===== src/sv/assert_macros.svh =====
// assertion macros shared by the scheduler modules
`ifndef ASSERT_MACROS_SVH
`define ASSERT_MACROS_SVH

// checked on every rising edge of clk, held off while arst_n is low
`define ASSERT_RST(lbl, prop, msg) \
	lbl: assert property (@(posedge clk) disable iff (!arst_n) (prop)) else $error(msg);

// checked on every rising edge of clk, reset included
`define ASSERT_ALWAYS(lbl, prop, msg) \
	lbl: assert property (@(posedge clk) (prop)) else $error(msg);

`endif


===== src/sv/cscan_pkg.sv =====
package cscan_pkg;

	// store geometry
	localparam int MAX_REQUESTS = 32;
	localparam int IDX_W = (MAX_REQUESTS > 1) ? $clog2(MAX_REQUESTS) : 1;
	localparam int CNT_W = $clog2(MAX_REQUESTS + 1);

	// field widths
	localparam int TRK_W = 12;
	localparam int SEEK_W = 14;

	localparam logic [TRK_W-1:0] TOP_TRACK_RESET = 12'd199;

	// input word kinds
	localparam logic KIND_LOAD = 1'b0;
	localparam logic KIND_START = 1'b1;

	typedef struct packed {
		logic             kind;
		logic [TRK_W-1:0] track_value;
		logic             direction_up;
	} in_item_t;

	typedef struct packed {
		logic [TRK_W-1:0]  served_track;
		logic              last_of_run;
		logic [SEEK_W-1:0] total_seek;
	} out_item_t;

	typedef enum logic [3:0] {
		ST_IDLE,
		ST_SRCH_RD,
		ST_SRCH_CMP,
		ST_TOTAL,
		ST_A_RD,
		ST_A_PUT,
		ST_END1,
		ST_END2,
		ST_B_RD,
		ST_B_PUT
	} state_t;

	// source of an emitted track
	typedef enum logic [1:0] {
		SEL_STORE,
		SEL_END1,
		SEL_END2
	} sel_t;

	typedef struct packed {
		logic load;       // append request to store
		logic start;      // latch head and direction, rewind pointer
		logic scan_step;  // entry not above head: remember it, advance
		logic scan_hit;   // entry above head: split found here
		logic calc;       // compute total, set up first sweep
		logic seg_b_init; // set up return sweep
		logic put;        // load output register
		sel_t put_sel;
		logic put_last;
		logic walk;       // step pointer along sweep, count down
	} cmd_t;

	typedef struct packed {
		logic scan_end;
		logic hit;
		logic rem_zero;
		logic rem_one;
		logic out_free;
	} status_t;

endpackage


===== src/sv/cscan_ram.sv =====
module cscan_ram #(
	parameter int WIDTH = 12,
	parameter int DEPTH = 32
) (
	input  logic                                        clk,
	input  logic                                        we,
	input  logic [((DEPTH > 1) ? $clog2(DEPTH) : 1)-1:0] waddr,
	input  logic [WIDTH-1:0]                            wdata,
	input  logic [((DEPTH > 1) ? $clog2(DEPTH) : 1)-1:0] raddr,
	output logic [WIDTH-1:0]                            rdata
);

	logic [WIDTH-1:0] mem_q [DEPTH];

	// one write port, registered read port
	always_ff @(posedge clk) begin
		if (we) begin
			mem_q[waddr] <= wdata;
		end
		rdata <= mem_q[raddr];
	end

endmodule


===== src/sv/cscan_ctrl.sv =====
`include "assert_macros.svh"

module cscan_ctrl (
	input  logic               clk,
	input  logic               arst_n,
	input  logic               in_valid,
	input  logic               in_kind,
	output logic               in_stall,
	input  cscan_pkg::status_t sts,
	output cscan_pkg::cmd_t    cmd
);

	cscan_pkg::state_t state_q, state_d;

	// state register
	always_ff @(posedge clk or negedge arst_n) begin
		if (!arst_n) begin
			state_q <= cscan_pkg::ST_IDLE;
		end else begin
			state_q <= state_d;
		end
	end

	// next state
	always_comb begin
		state_d = state_q;
		unique case (state_q)
			cscan_pkg::ST_IDLE: begin
				if (in_valid && in_kind == cscan_pkg::KIND_START) begin
					state_d = cscan_pkg::ST_SRCH_RD;
				end
			end
			cscan_pkg::ST_SRCH_RD: begin
				state_d = sts.scan_end ? cscan_pkg::ST_TOTAL : cscan_pkg::ST_SRCH_CMP;
			end
			cscan_pkg::ST_SRCH_CMP: begin
				state_d = sts.hit ? cscan_pkg::ST_TOTAL : cscan_pkg::ST_SRCH_RD;
			end
			cscan_pkg::ST_TOTAL: begin
				state_d = cscan_pkg::ST_A_RD;
			end
			cscan_pkg::ST_A_RD: begin
				state_d = sts.rem_zero ? cscan_pkg::ST_END1 : cscan_pkg::ST_A_PUT;
			end
			cscan_pkg::ST_A_PUT: begin
				if (sts.out_free) begin
					state_d = cscan_pkg::ST_A_RD;
				end
			end
			cscan_pkg::ST_END1: begin
				if (sts.out_free) begin
					state_d = cscan_pkg::ST_END2;
				end
			end
			cscan_pkg::ST_END2: begin
				if (sts.out_free) begin
					state_d = sts.rem_zero ? cscan_pkg::ST_IDLE : cscan_pkg::ST_B_RD;
				end
			end
			cscan_pkg::ST_B_RD: begin
				state_d = cscan_pkg::ST_B_PUT;
			end
			cscan_pkg::ST_B_PUT: begin
				if (sts.out_free) begin
					state_d = sts.rem_one ? cscan_pkg::ST_IDLE : cscan_pkg::ST_B_RD;
				end
			end
			default: begin
				state_d = cscan_pkg::ST_IDLE;
			end
		endcase
	end

	// commands to the datapath
	always_comb begin
		cmd = '0;
		cmd.put_sel = cscan_pkg::SEL_STORE;
		in_stall = (state_q != cscan_pkg::ST_IDLE);
		unique case (state_q)
			cscan_pkg::ST_IDLE: begin
				if (in_valid) begin
					cmd.load = (in_kind == cscan_pkg::KIND_LOAD);
					cmd.start = (in_kind == cscan_pkg::KIND_START);
				end
			end
			cscan_pkg::ST_SRCH_CMP: begin
				cmd.scan_hit = sts.hit;
				cmd.scan_step = !sts.hit;
			end
			cscan_pkg::ST_TOTAL: begin
				cmd.calc = 1'b1;
			end
			cscan_pkg::ST_A_PUT: begin
				cmd.put = sts.out_free;
				cmd.walk = sts.out_free;
			end
			cscan_pkg::ST_END1: begin
				cmd.put = sts.out_free;
				cmd.put_sel = cscan_pkg::SEL_END1;
				cmd.seg_b_init = sts.out_free;
			end
			cscan_pkg::ST_END2: begin
				cmd.put = sts.out_free;
				cmd.put_sel = cscan_pkg::SEL_END2;
				cmd.put_last = sts.rem_zero;
			end
			cscan_pkg::ST_B_PUT: begin
				cmd.put = sts.out_free;
				cmd.put_last = sts.rem_one;
				cmd.walk = sts.out_free;
			end
			default: begin
				cmd.put = 1'b0;
			end
		endcase
	end

	`ASSERT_RST(a_put_into_free_slot, cmd.put |-> sts.out_free, "word loaded over a waiting word")
	`ASSERT_RST(a_walk_in_segment, cmd.walk |-> !sts.rem_zero, "sweep stepped past its end")
	`ASSERT_RST(a_last_ends_run, (cmd.put && cmd.put_last) |=> state_q == cscan_pkg::ST_IDLE,
		"final word did not return controller to idle")

endmodule


===== src/sv/cscan_dpath.sv =====
`include "assert_macros.svh"

module cscan_dpath (
	input  logic                                clk,
	input  logic                                arst_n,
	input  logic                                cfg_we,
	input  logic [cscan_pkg::TRK_W-1:0]         cfg_wdata,
	input  cscan_pkg::in_item_t                 in_data,
	input  logic                                out_stall,
	output logic                                out_valid,
	output cscan_pkg::out_item_t                out_data,
	input  cscan_pkg::cmd_t                     cmd,
	output cscan_pkg::status_t                  sts
);

	localparam int CW = cscan_pkg::CNT_W;
	localparam int IW = cscan_pkg::IDX_W;
	localparam int TW = cscan_pkg::TRK_W;
	localparam int SW = cscan_pkg::SEEK_W;

	logic [TW-1:0]        top_q;
	logic [CW-1:0]        count_q;
	logic [TW-1:0]        head_q;
	logic                 up_q;
	logic [CW-1:0]        ptr_q;
	logic [CW-1:0]        split_q;
	logic [CW-1:0]        rem_q;
	logic [TW-1:0]        prev_q;
	logic [TW-1:0]        hit_val_q;
	logic [SW-1:0]        total_q;
	logic                 out_valid_q;
	cscan_pkg::out_item_t out_q;

	logic          ram_we;
	logic [TW-1:0] rdata;
	logic [TW-1:0] dist_head;
	logic [TW-1:0] dist_hit;
	logic [SW-1:0] total_d;
	logic [CW-1:0] ptr_next;
	logic [TW-1:0] put_track;

	// request store
	assign ram_we = cmd.load && (count_q < CW'(cscan_pkg::MAX_REQUESTS));

	cscan_ram #(
		.WIDTH(TW),
		.DEPTH(cscan_pkg::MAX_REQUESTS)
	) u_store (
		.clk  (clk),
		.we   (ram_we),
		.waddr(count_q[IW-1:0]),
		.wdata(in_data.track_value),
		.raddr(ptr_q[IW-1:0]),
		.rdata(rdata)
	);

	// top track register
	always_ff @(posedge clk or negedge arst_n) begin
		if (!arst_n) begin
			top_q <= cscan_pkg::TOP_TRACK_RESET;
		end else if (cfg_we) begin
			top_q <= cfg_wdata;
		end
	end

	// fill count
	always_ff @(posedge clk or negedge arst_n) begin
		if (!arst_n) begin
			count_q <= '0;
		end else if (ram_we) begin
			count_q <= count_q + CW'(1);
		end
	end

	// seek total from head, split and its neighbors
	assign dist_head = (top_q >= head_q) ? (top_q - head_q) : (head_q - top_q);
	assign dist_hit = (top_q >= hit_val_q) ? (top_q - hit_val_q) : (hit_val_q - top_q);

	always_comb begin
		if (up_q) begin
			total_d = SW'(dist_head) + SW'(top_q)
				+ ((split_q != '0) ? SW'(prev_q) : '0);
		end else begin
			total_d = SW'(head_q) + SW'(top_q)
				+ ((split_q != count_q) ? SW'(dist_hit) : '0);
		end
	end

	assign ptr_next = up_q ? (ptr_q + CW'(1)) : (ptr_q - CW'(1));

	// scan and sweep registers
	always_ff @(posedge clk) begin
		if (cmd.start) begin
			head_q <= in_data.track_value;
			up_q <= in_data.direction_up;
			ptr_q <= '0;
			split_q <= count_q;
		end
		if (cmd.scan_step) begin
			prev_q <= rdata;
			ptr_q <= ptr_q + CW'(1);
		end
		if (cmd.scan_hit) begin
			split_q <= ptr_q;
			hit_val_q <= rdata;
		end
		if (cmd.calc) begin
			total_q <= total_d;
			ptr_q <= up_q ? split_q : (split_q - CW'(1));
			rem_q <= up_q ? (count_q - split_q) : split_q;
		end
		if (cmd.seg_b_init) begin
			ptr_q <= up_q ? '0 : (count_q - CW'(1));
			rem_q <= up_q ? split_q : (count_q - split_q);
		end
		if (cmd.walk) begin
			ptr_q <= ptr_next;
			rem_q <= rem_q - CW'(1);
		end
	end

	// track of the word being emitted
	always_comb begin
		unique case (cmd.put_sel)
			cscan_pkg::SEL_STORE: put_track = rdata;
			cscan_pkg::SEL_END1:  put_track = up_q ? top_q : '0;
			cscan_pkg::SEL_END2:  put_track = up_q ? '0 : top_q;
			default:              put_track = rdata;
		endcase
	end

	// output register
	always_ff @(posedge clk or negedge arst_n) begin
		if (!arst_n) begin
			out_valid_q <= 1'b0;
		end else if (cmd.put) begin
			out_valid_q <= 1'b1;
		end else if (!out_stall) begin
			out_valid_q <= 1'b0;
		end
	end

	always_ff @(posedge clk) begin
		if (cmd.put) begin
			out_q.served_track <= put_track;
			out_q.last_of_run <= cmd.put_last;
			out_q.total_seek <= cmd.put_last ? total_q : '0;
		end
	end

	assign out_valid = out_valid_q;
	assign out_data = out_q;

	// status to the controller
	assign sts.scan_end = (ptr_q == count_q);
	assign sts.hit = (head_q < rdata);
	assign sts.rem_zero = (rem_q == '0);
	assign sts.rem_one = (rem_q == CW'(1));
	assign sts.out_free = !out_valid_q || !out_stall;

	`ASSERT_RST(a_count_bound, count_q <= CW'(cscan_pkg::MAX_REQUESTS), "fill count past store depth")
	`ASSERT_RST(a_split_bound, cmd.calc |-> split_q <= count_q, "split beyond filled entries")
	`ASSERT_RST(a_walk_in_store, cmd.walk |-> ptr_q < count_q, "sweep read outside filled entries")

endmodule


===== src/sv/cscan_disk_scheduler_unit.sv =====
// load word: accepted when idle, no result; one load per cycle while idle
// start word: scan reads and compares each entry up to and including the first above the head
// (plus a final read when no entry lies above), then computes the total;
// then reads and emits each stored track, closes the first sweep, emits each end track; count+2 words;
// no new word is accepted until the last word sits in the output register
// reset: request count 0, top track 199, output empty; store contents stay undefined
module cscan_disk_scheduler_unit (
	input  logic                        clk,
	input  logic                        arst_n,
	input  logic                        cfg_we,
	input  logic [cscan_pkg::TRK_W-1:0] cfg_wdata,
	input  logic                        in_valid,
	output logic                        in_stall,
	input  cscan_pkg::in_item_t         in_data,
	output logic                        out_valid,
	input  logic                        out_stall,
	output cscan_pkg::out_item_t        out_data
);

	cscan_pkg::cmd_t    cmd;
	cscan_pkg::status_t sts;

	// sequencing
	cscan_ctrl u_ctrl (
		.clk     (clk),
		.arst_n  (arst_n),
		.in_valid(in_valid),
		.in_kind (in_data.kind),
		.in_stall(in_stall),
		.sts     (sts),
		.cmd     (cmd)
	);

	// store, scan, totals and output register
	cscan_dpath u_dpath (
		.clk      (clk),
		.arst_n   (arst_n),
		.cfg_we   (cfg_we),
		.cfg_wdata(cfg_wdata),
		.in_data  (in_data),
		.out_stall(out_stall),
		.out_valid(out_valid),
		.out_data (out_data),
		.cmd      (cmd),
		.sts      (sts)
	);

endmodule


===== config.mk =====
export PLATFORM = sky130hd
export DESIGN_NAME = cscan_disk_scheduler_unit
export DESIGN_NICKNAME = d
export VERILOG_FILES = /design/src/sv/cscan_pkg.sv /design/src/sv/cscan_ram.sv /design/src/sv/cscan_ctrl.sv /design/src/sv/cscan_dpath.sv /design/src/sv/cscan_disk_scheduler_unit.sv
export VERILOG_INCLUDE_DIRS = /design/src /design/src/sv
export SDC_FILE = /design/constraint.sdc
export NUM_CORES = 1
export LEC_CHECK = 0
export ABC_AREA = 1
export BUFFER_PORTS_ARGS = -buffer_cell sky130_fd_sc_hd__buf_2
export CAP_MARGIN = 5
export CORE_MARGIN = 2
export CORE_UTILIZATION = 60
export DETAILED_ROUTE_END_ITERATION = 16
export MAX_ROUTING_LAYER = met4
export PLACE_DENSITY_LB_ADDON = 0.15
export SYNTH_ARGS = -nofsm -noshare
export SYNTH_HDL_FRONTEND = slang
export SYNTH_SLANG_ARGS = --single-unit
export TNS_END_PERCENT = 10

===== constraint.sdc =====
create_clock -name clk -period 5.53 [get_ports clk]
set_clock_uncertainty 0.2 [all_clocks]
set_input_delay 1.3825 -clock clk [delete_from_list [all_inputs] [get_ports clk]]
set_output_delay 1.3825 -clock clk [all_outputs]
set_load 0.05 [all_outputs]

---- Yosys cells after proc, flatten, opt, wreduce, memory -nomap -nowiden ----
Memory sizes are Yosys's and may differ from the RTL's. A register that Yosys moved wholly into a read port is not among the register bits.
Cells that the tools add are included.
word-level totals
  bits in writable memories ............... 384
  memories ................................ 1
  word-level logic and storage cells ...... 119
  bits of input ports ..................... 31
  flip-flop bits (word level) ............. 119
operators by class
  muxes and demuxes ....................... 47
  $add $sub $neg .......................... 15
  equality and inequality tests ........... 20
  $lt $le $gt $ge ......................... 4
  bitwise operators ....................... 1
  reduce and logical (&&, ||, !) cells .... 16
memory list
  memory                 depth  bits a word  rd ports  clocked after memory_dff  wr ports  line             text
  u_dpath.u_store.mem_q  32     12           1         1                         1         cscan_ram.sv:13  logic [WIDTH-1:0] mem_q [DEPTH];
operators with widths
  cell                                              count
  2-to-1 mux 6 bit                                  15
  2-to-1 mux 12 bit                                 6
  subtractor 12 bit                                 4
  one-hot mux 4 bit (10 select lines)               1
  adder 14 bit                                      2
  2-to-1 mux 4 bit                                  7
  adder 12 x 12 -> 13 bit                           2
  greater-or-equal comparator 12 bit                2
  one-hot mux 12 bit (2 select lines)               1
  subtractor 6 x 1 -> 6 bit, second input constant  4
  == test 4 x 3 -> 1 bit, second input constant     4
  2-to-1 mux 14 bit                                 1
  adder 6 x 1 -> 6 bit, second input constant       2
  < comparator 12 bit                               1
  != test 2 x 1 -> 1 bit, second input constant     6
  2-to-1 mux 2 bit                                  5
  2-to-1 mux 1 bit                                  9
  == test 4 x 2 -> 1 bit, second input constant     2
  == test 4 bit, second input constant              2
  == test 6 x 1 -> 1 bit, second input constant     1
  == test 6 bit                                     1
  logical NOT 6 bit                                 1
  < comparator 6 bit, second input constant         1
  != test 6 bit                                     1
  other kinds (19)                                  22

---- Longest topological paths before layout ----
Gate-level depths: netlist of the first run.
  word-level depth ........................ 8
  gate-level depth with buffers ........... 30
  mapped depth without buffers ............ 29

---- Cells and area by module ----
Synthesis of the first run repeated with hierarchy kept, for this count alone.
unflattened totals
  cell total of the unflattened synthesis .. 2743
  area, all modules ....................... 26435.4 µm²
modules (own cells, without submodules)
  module       times used  cells each  area each (µm²)
  cscan_ram    1           1358        15899.0
  cscan_dpath  1           1308        10083.4
  cscan_ctrl   1           77          452.9

---- Worst setup path after synthesis of the first run ----
No wires, ideal clock.
  path type ............................... reg-to-reg
  start ................................... register u_dpath.top_q[0]
  end ..................................... register u_dpath.total_q[11], data pin
  stages on the path, launching flop included .. 28
  clock period less this slack ............ 4.348 ns
  arrival ................................. 3.887 ns
  setup time .............................. 0.260 ns
  buffers on the path ..................... 0
  setup slack ............................. 1.182 ns
  path through ............................ dfstp_2 inv_1 ha_1 inv_1 fa_1 nand2_1 nand3_1 nand3_1 nand3_1 inv_1 o21ai_0 nand2_1 inv_1 ha_1 a21oi_1 nand2_1 a21boi_0 a21oi_1 o21ai_0 nand2_1 ha_1 inv_1 o21ai_0 nor2_1 nand3_1 nand2_1 nand3_1 o21ai_0
on the way
  word-level cells in the longest chain between the ends .. 5
RTL lines
  element                                                              line                                  text
  start: declaration                                                   cscan_dpath.sv:21                     logic [TW-1:0] top_q;
  start signal: assignment                                             cscan_dpath.sv:60                     top_q <= cscan_pkg::TOP_TRACK_RESET;
  start signal: assignment                                             cscan_dpath.sv:62                     top_q <= cfg_wdata;
  subtractor 12 bit, or another cell as far along                      cscan_dpath.sv:76                     assign dist_head = (top_q >= head_q) ? (top_q - head_q) : (head_q - top_q);
  2-to-1 mux 12 bit (on tied branches)                                 cscan_dpath.sv:76, cscan_dpath.sv:77
  adder 12 x 12 -> 13 bit / 2-to-1 mux 12 bit (equally long branches)  cscan_dpath.sv:81, cscan_dpath.sv:85
  adder 14 bit (on tied branches)                                      cscan_dpath.sv:82, cscan_dpath.sv:85
  2-to-1 mux 14 bit (*)                                                cscan_dpath.sv:80                     if (up_q) begin
  via u_dpath.total_d[11]                                              cscan_dpath.sv:38                     logic [SW-1:0] total_d;
  end signal: assignment                                               cscan_dpath.sv:108                    total_q <= total_d;
  end: declaration                                                     cscan_dpath.sv:30                     logic [SW-1:0] total_q;
The timed path passes the listed nets; every way through them passes the cells marked *.
A chain may end at the register's enable or synchronous reset.

---- Worst setup path after layout of the first run ----
Ends and elaborated chain as after synthesis.

==> metrics.txt, run 1 <==
top cell type's share of synthesized area 53.75%; Slew HR 18.54%; Worst Reg-to-Reg Cells 25; Seq/Total Area, Yosys 56.81%; Critical Path Sink Type flop; DR WL/cell 21.77 um; Area after DPL 0.02761 mm^2; synth top area cells edfxtp_1, nand2_1, ha_1; CP arrival 5.22 ns; syn avg cell area 9.403 um^2; Die ar. 0.04640 mm^2; Ys Warns 0; First-pass DRT Iterations 7; Clock Sinks 515; Hold Vio Cnt, Final 0; layout cells sized above 1 6.259%; critical path required time 5.68 ns; Core Region 0.04412 mm^2; Post-CTS Hold Buffers 0; number of global-route vias before repair 19410; Synth cell types 43; Avg Vias per Cell 5.806; Via Count 20410; reg2reg setup slack 0.46 ns; Worst-path clk slew 0.07 ns; worst hold path type reg -> reg; leading cell type in the layout, fill and taps excluded nand2_1; FF-to-FF Start u_dpath.top_q[0]; mapped cell area 0.02682 mm^2; DRT iter0 DRCs 2257; Starting Density 60.78%; hold path depth 0; pwr/cell area 508.1 mW/mm^2; worst-margin pin slew 1.217 ns; worst-path fanout max 13; Pwr Total 14.89 mW; reg2reg end u_dpath.total_q[11]; Core Rows 77; crit path time final 5.070 ns; final setup TNS 0 ns; Die Wd 215.4 um; startpoint types flop; ANT nets after route 0; Skew-Pair Late Insertion Delay 0.60 ns; Tcrit/Tclk final 91.69%; Final Slew Violations 0; Clock Tree Root clkbuf_16; Max VDD drop 0.4986 mV; Cell Count, Final, Fillers Out 3516; post-route cell area 0.02930 mm^2; port bufs 59; Hold Crit Endpoint u_dpath.hit_val_q[2]; # setup viols final 0; Total GRT Usage 33.84%; Lkg Pwr 12.34 nW; total wire length 76.53 mm; pin count of the biggest net entering global routing 196; f_max 0.1972 GHz; CTS tree yes; number of buffers created by CTS 51; Antenna Cells 0; # DRC 0; H-tree levels 2; Final GP Congestion 0.9735; worst hold start u_dpath.u_store.rdata[2]; register area 0.01524 mm^2; unrepaired setup endpoints after global routing no; # Max-Cap Violations 0; crit path kind reg -> reg; number of synthesized flops with an enable pin 480; initial antenna violation count 0; DP HPWL 52.13 mm; Cells after Synth 2852; area of the multi-input gates 0.01010 mm^2; commonest cells after routing, fill and taps aside nand2_1, edfxtp_1, inv_1; Top FF cell, synth edfxtp_1; IO Pins 60; fin nets 3048; Yosys reg bits 515; Die Y 215.4 um; leading area contributor after synthesis edfxtp_1; Mapped Nets 3015; filler cell count in the final layout 3569; Area Overhead vs Synth 9.252%; remaining global-route overflow 0; FFs w/ async S/R, synth 4.466%; first-pass GRT wire length 115.2 mm; CTS max path bufs 3; status complete, no violations; Layout Utilization 66.40%; placed cell count 3423
[cell families (layout without fill, tap and decap cells)]
group,after synthesis,in the layout,share of synthesized area [%]
muxes,21,21,0.7885
buffers and inverters,383,455,5.543
and+or+nand+nor,1318,1318,19.67
adders and majority gates,132,132,6.410
AOI/OAI and AO/OA,421,421,8.748
DFF,515,515,56.81
xor gates and xnor gates,62,62,2.025
[synthesized netlist by cell type (2+ instances only)]
cell type,instances
nand2_1,922
o2111ai_1,8
inv_1,278
o21a_1,2
o22ai_1,22
a21o_1,2
or2_2,5
a21boi_0,45
ha_1,123
xor2_1,42
nor3_1,9
and2_1,3
buf_4,2
clkbuf_1,57
xnor2_1,20
nand3b_1,3
dfxtp_1,12
nor2_2,5
nand3_1,130
nor2_1,204
edfxtp_1,480
buf_1,7
fa_1,9
o21ai_0,127
o21bai_1,11
dfrtp_1,18
a31oi_1,5
clkinv_1,4
inv_2,2
dfstp_2,5
a21oi_1,189
nand4_1,33
o211ai_1,7
mux2i_1,20
buf_2,33
[area by class of cell]
cell class / instances / share of cell area, %
Clock inverter: 31 / 1.093
Tap cell: 592 / 2.528
Timing Repair Buffer: 79 / 1.606
Multi-Input combinational cell: 1954 / 34.49
Inverter: 284 / 3.660
Sequential cell: 515 / 52.00
Clock buffer: 61 / 4.625
[flip-flops by register name (all words and copies together), names as in the netlist]
register / cells
u_dpath.hit_val_q: 12
u_dpath.out_valid: 1
u_dpath.total_q: 14
u_dpath.u_store.rdata: 12
u_dpath.u_store.mem_q: 384
u_ctrl.state_q: 4
u_dpath.split_q: 6
u_dpath.ptr_q: 6
u_dpath.rem_q: 6
u_dpath.top_q: 12
u_dpath.up_q: 1
u_dpath.prev_q: 12
u_dpath.out_data: 27
u_dpath.head_q: 12
u_dpath.count_q: 6
[timing repair]
| action | 4_1_cts | 5_1_grt |
|---|---|---|
| endpoints found under the hold margin | 0 | 0 |
| endpoints found under the setup margin | 0 | 2 |
| gates resized for setup | 0 | 5 |
| buffers inserted | 0 | 0 |
[worst max-delay path, cell delays in order (launching register included)]
cell,delay [ns]
dfstp_2,0.59
inv_1,0.10
ha_1,0.21
inv_1,0.09
fa_1,0.27
nand2_1,0.10
nand3_1,0.10
nand3_1,0.10
nand3_1,0.16
buf_4,0.25
nand2_1,0.07
and2_1,0.17
ha_1,0.36
a21oi_1,0.20
a21boi_1,0.31
a21oi_1,0.14
o21ai_0,0.16
nand2_1,0.08
ha_1,0.35
inv_1,0.07
o21ai_0,0.29
nor2_1,0.11
nand3_1,0.10
nand2_1,0.05
nand3_1,0.08
o21ai_0,0.08
[stage by stage]
stage | hold slack (ns) | setup WS, ns
finish | 0.3015 | 0.4596
detailed placement | 0.2717 | 0.3645
global placement | 0.2507 | 0.5253
global route | 0.3140 | 0.03311
floorplan | 0.2256 | 1.182
CTS | 0.2956 | 0.3529
[power breakdown]
group	switching [mW]	internal, mW
logic	4.60	1.92
clock network	1.48	1.99
registers	0.257	4.64
total	6.34	8.55
[how the worst max path moves through the flow]
| stage | startpoint | to | slack (ns) | depth (start not counted) |
|---|---|---|---|---|
| floorplan | u_dpath.top_q[0] | u_dpath.total_q[11] | 1.18 | 27 |
| global placement | u_dpath.head_q[3] | u_dpath.total_q[11] | 0.53 | 25 |
| detailed placement | u_dpath.head_q[3] | u_dpath.total_q[11] | 0.36 | 25 |
| CTS | u_dpath.head_q[3] | u_dpath.total_q[11] | 0.35 | 25 |
| global route | u_dpath.head_q[2] | u_dpath.total_q[11] | 0.03 | 27 |
| finish | u_dpath.top_q[0] | u_dpath.total_q[11] | 0.46 | 25 |
[per-layer routing]
layer / vias up / part of all wire, % / global-route usage, %
li1: 9603 / - / -
met2: 919 / 48 / 54.37
met3: 167 / 7.3 / 4.581
met4: 0 / 4.6 / 13.82
met5: - / 0 / -
met1: 9725 / 40 / 43.85
Power figures use the tool's default switching activity.
==> run 2, diff against run 1 <==
--- a/config.mk
+++ b/config.mk
@@ -16,5 +16,6 @@
 export PLACE_DENSITY_LB_ADDON = 0.15
 export SYNTH_ARGS = -nofsm -noshare
 export SYNTH_HDL_FRONTEND = slang
+export SYNTH_HIERARCHICAL = 1
 export SYNTH_SLANG_ARGS = --single-unit
 export TNS_END_PERCENT = 10
==> run 2 against run 1 <==
Register-to-register slack better by 0.18 ns. Clock power rose by 1%. Hold slack got worse by 0.011 ns. Largest power group unchanged.
==> metrics.txt, run 2 <==
CP most frequent cell nand3_1; most frequent cell after synthesis nand2_1; Slew HR 31.55% (+13 points); # setup viols final 0 (unchanged); Area Overhead vs Synth 9.712%; # DRC 0 (unchanged); Avg Vias per Cell 5.730 (-1.3%); Critical Path Sink Type flop; Tcrit/Tclk final 88.36% (-3.3 points); area of the multi-input gates 0.009729 mm^2 (-3.7%); Final Slew Violations 0 (unchanged); Mapped Nets 2900 (-3.8%); startpoint types flop; status complete, no violations; pwr/cell area 504.7 mW/mm^2 (-0.67%); Die Y 213.9 um (-0.70%); CP max stage delay 0.49 ns (-0.10 ns); Max VDD drop 0.4369 mV (-12%); # Max-Cap Violations 0 (unchanged); syn avg cell area 9.637 um^2 (+2.5%); leading area contributor after synthesis edfxtp_1; worst-margin pin slew 1.023 ns (-0.1945 ns); Synth cell types 51 (+19%); IO Pins 60 (unchanged); DP HPWL 47.83 mm (-8.2%); worst-path fanout max 11 (-2); number of buffers created by CTS 51 (unchanged); Clock Sinks 515 (unchanged); Post-CTS Hold Buffers 0 (unchanged); First-pass DRT Iterations 6 (-1); Layout Utilization 67.03% (+0.63 points); fin nets 2954 (-3.1%); critical path required time 5.64 ns (-0.04 ns); unrepaired setup endpoints after global routing no; Worst-path clk slew 0.07 ns (about the same); Core Region 0.04327 mm^2 (-1.9%); Yosys reg bits 515 (unchanged); DR WL/cell 20.49 um (-5.8%); Skew-Pair Late Insertion Delay 0.63 ns (+0.03 ns); DRT iter0 DRCs 2155 (-4.5%); worst hold path type reg -> reg; FFs w/ async S/R, synth 4.466% (unchanged); leading cell type in the layout, fill and taps excluded nand2_1; remaining global-route overflow 0 (unchanged); f_max 0.2046 GHz (+3.8%); Die ar. 0.04575 mm^2 (-1.4%); multiplexer share of the synthesized area 0.04260% (-0.75 points); final setup TNS 0 ns (unchanged); Core Rows 76 (-1.3%); Synth Area in Adders 6.844% (+0.43 points); commonest cells in the synthesized netlist nand2_1, edfxtp_1, nand3_1, inv_1, nor2_1; largest family of logic cells by synthesized area simple AND/OR/NAND/NOR gates; Seq/Total Area, Yosys 57.63% (+0.82 points); Worst path slowest cell fa_1; Cells after Synth 2743 (-3.8%); CP arrival 4.99 ns (-0.23 ns); Synth Area in XOR/XNOR 1.392% (-0.63 points); total wire length 70.19 mm (-8.3%); Critical Path, Cell by Cell inv_1 -> ha_1 -> inv_1 -> fa_1 -> nand3_1 -> nand3_1 -> nand2_2 -> nand3_2 -> nand2_1 -> nand2_1 -> nor2_1 -> fa_1 -> ha_1 -> nand3_1 -> nand3_1 -> inv_1 -> o21ai_0 -> a21oi_1 -> o21ai_0 -> o21ai_0; number of global-route vias before repair 18770 (-3.3%); worst hold start u_dpath/u_store/rdata[7]; Final GP Congestion 1.027 (+5.4%); Post-CTS Setup Bufs 0 (unchanged); FF-to-FF Start u_dpath/top_q[0]; H-tree levels 2 (unchanged); Lkg Pwr 12.22 nW (-0.97%); Starting Density 61.10% (+0.32 points); Clock Tree Root clkbuf_16; max reg flops 384 (unchanged); initial antenna violation count 0 (unchanged); synth top area cells edfxtp_1, nand2_1, nand3_1; crit path time final 4.887 ns (-0.1839 ns); commonest cells after routing, fill and taps aside nand2_1, edfxtp_1, nand3_1; number of synthesized flops with an enable pin 480 (unchanged); Resize count post-CTS 0 (unchanged); CTS max path bufs 3 (unchanged); crit path kind reg -> reg; Top FF cell, synth edfxtp_1; mapped cell area 0.02644 mm^2 (-1.4%); Ys Warns 6 (+6); Die Wd 213.9 um (-0.70%); filler cell count in the final layout 3365 (-5.7%); CTS tree yes; Total GRT Usage 31.71% (-2.1 points); port bufs 59 (unchanged); Biggest register u_dpath/u_store/mem_q; pin count of the biggest net entering global routing 199 (+1.5%); ANT nets after route 0 (unchanged); register area 0.01524 mm^2 (unchanged); layout cells sized above 1 8.665% (+2.4 points); Critical Path Start u_dpath/top_q[0]; Hold Vio Cnt, Final 0 (unchanged); top cell type's share of synthesized area 54.52% (+0.78 points); Synth Area in Simple Gates 24.43% (+4.8 points); first-pass GRT wire length 108.4 mm (-5.9%); Via Count 19620 (-3.9%); Synth Area in Compound Gates 4.009% (-4.7 points)
-- run 2: metal layers --
layer	vias to the layer above	wire, um	GRT usage (%)	part of all wire, %
li1	9306	-	-	-
met1	9359	29400	42.34	42
met2	826	33580	50.78	48
met3	133	4959	3.919	7.1
met4	0	2249	10.82	3.2
met5	-	0	-	0
-- run 2: cell families after synthesis --
kind of cell    Yosys count
simple gates           1520
flops                   515
buf+inv                 345
compound gates          194
fa+ha+maj               126
xor+xnor                 42
mux                       1
-- run 2: critical path: cells and delay by family, from the launching register on --
kind	cells	cell delay (ns)
AND/OR/NAND/NOR	9	1.42
buffers and inverters	3	0.30
adder cells (fa/ha/maj)	4	1.53
flip-flops	1	0.40
AO/OA/AOI/OAI	4	0.71
-- run 2: power breakdown --
group | switching [mW] | leakage, nW | internal (mW)
registers | 0.216 | 4.68 | 4.66
clock network | 1.49 | 0.835 | 2.03
logic | 4.43 | 6.70 | 1.81
-- run 2: metrics by stage --
stage / std cells / setup WS [ns] / hold slack, ns / power, mW / instance area, um^2
2_1_floorplan: 2743 / 1.488 / 0.2256 / 9.335 / 26440
3_3_place_gp: 3329 / 0.7795 / 0.2476 / 10.97 / 27280
3_5_place_dp: 3329 / 0.7811 / 0.2572 / 11.07 / 27280
4_1_cts: 3424 / 0.6984 / 0.2882 / 14.60 / 29000
5_1_grt: 3424 / 0.3734 / 0.3127 / 15.49 / 29000
6_report: 3425 / 0.6435 / 0.2905 / 14.64 / 29000
-- run 2: area by class of cell --
type | instances | area share [%]
sequential | 515 | 52.53
multi-input combinational | 1883 | 33.55
clock buffer | 67 | 4.974
inverter | 238 | 3.098
tap | 585 | 2.524
timing repair buffer | 108 | 2.373
clock inverter | 28 | 0.9448
antenna | 1 | 0.008628
-- run 2: path summary, 6_finish.rpt --
| kind | depth (start not counted) | slack, ns | to |
|---|---|---|---|
| worst max-delay path | 20 | 0.64 | u_dpath/total_q[6] |
| worst min-delay path | 0 | 0.29 | u_dpath/prev_q[7] |
| worst max register to register | 20 | 0.64 | u_dpath/total_q[6] |
| worst min register to register | 0 | 0.29 | u_dpath/prev_q[7] |
| max in group asynchronous | 1 | 4.05 | u_dpath/top_q[3] |
| min in group asynchronous | 1 | 0.59 | u_dpath/count_q[3] |
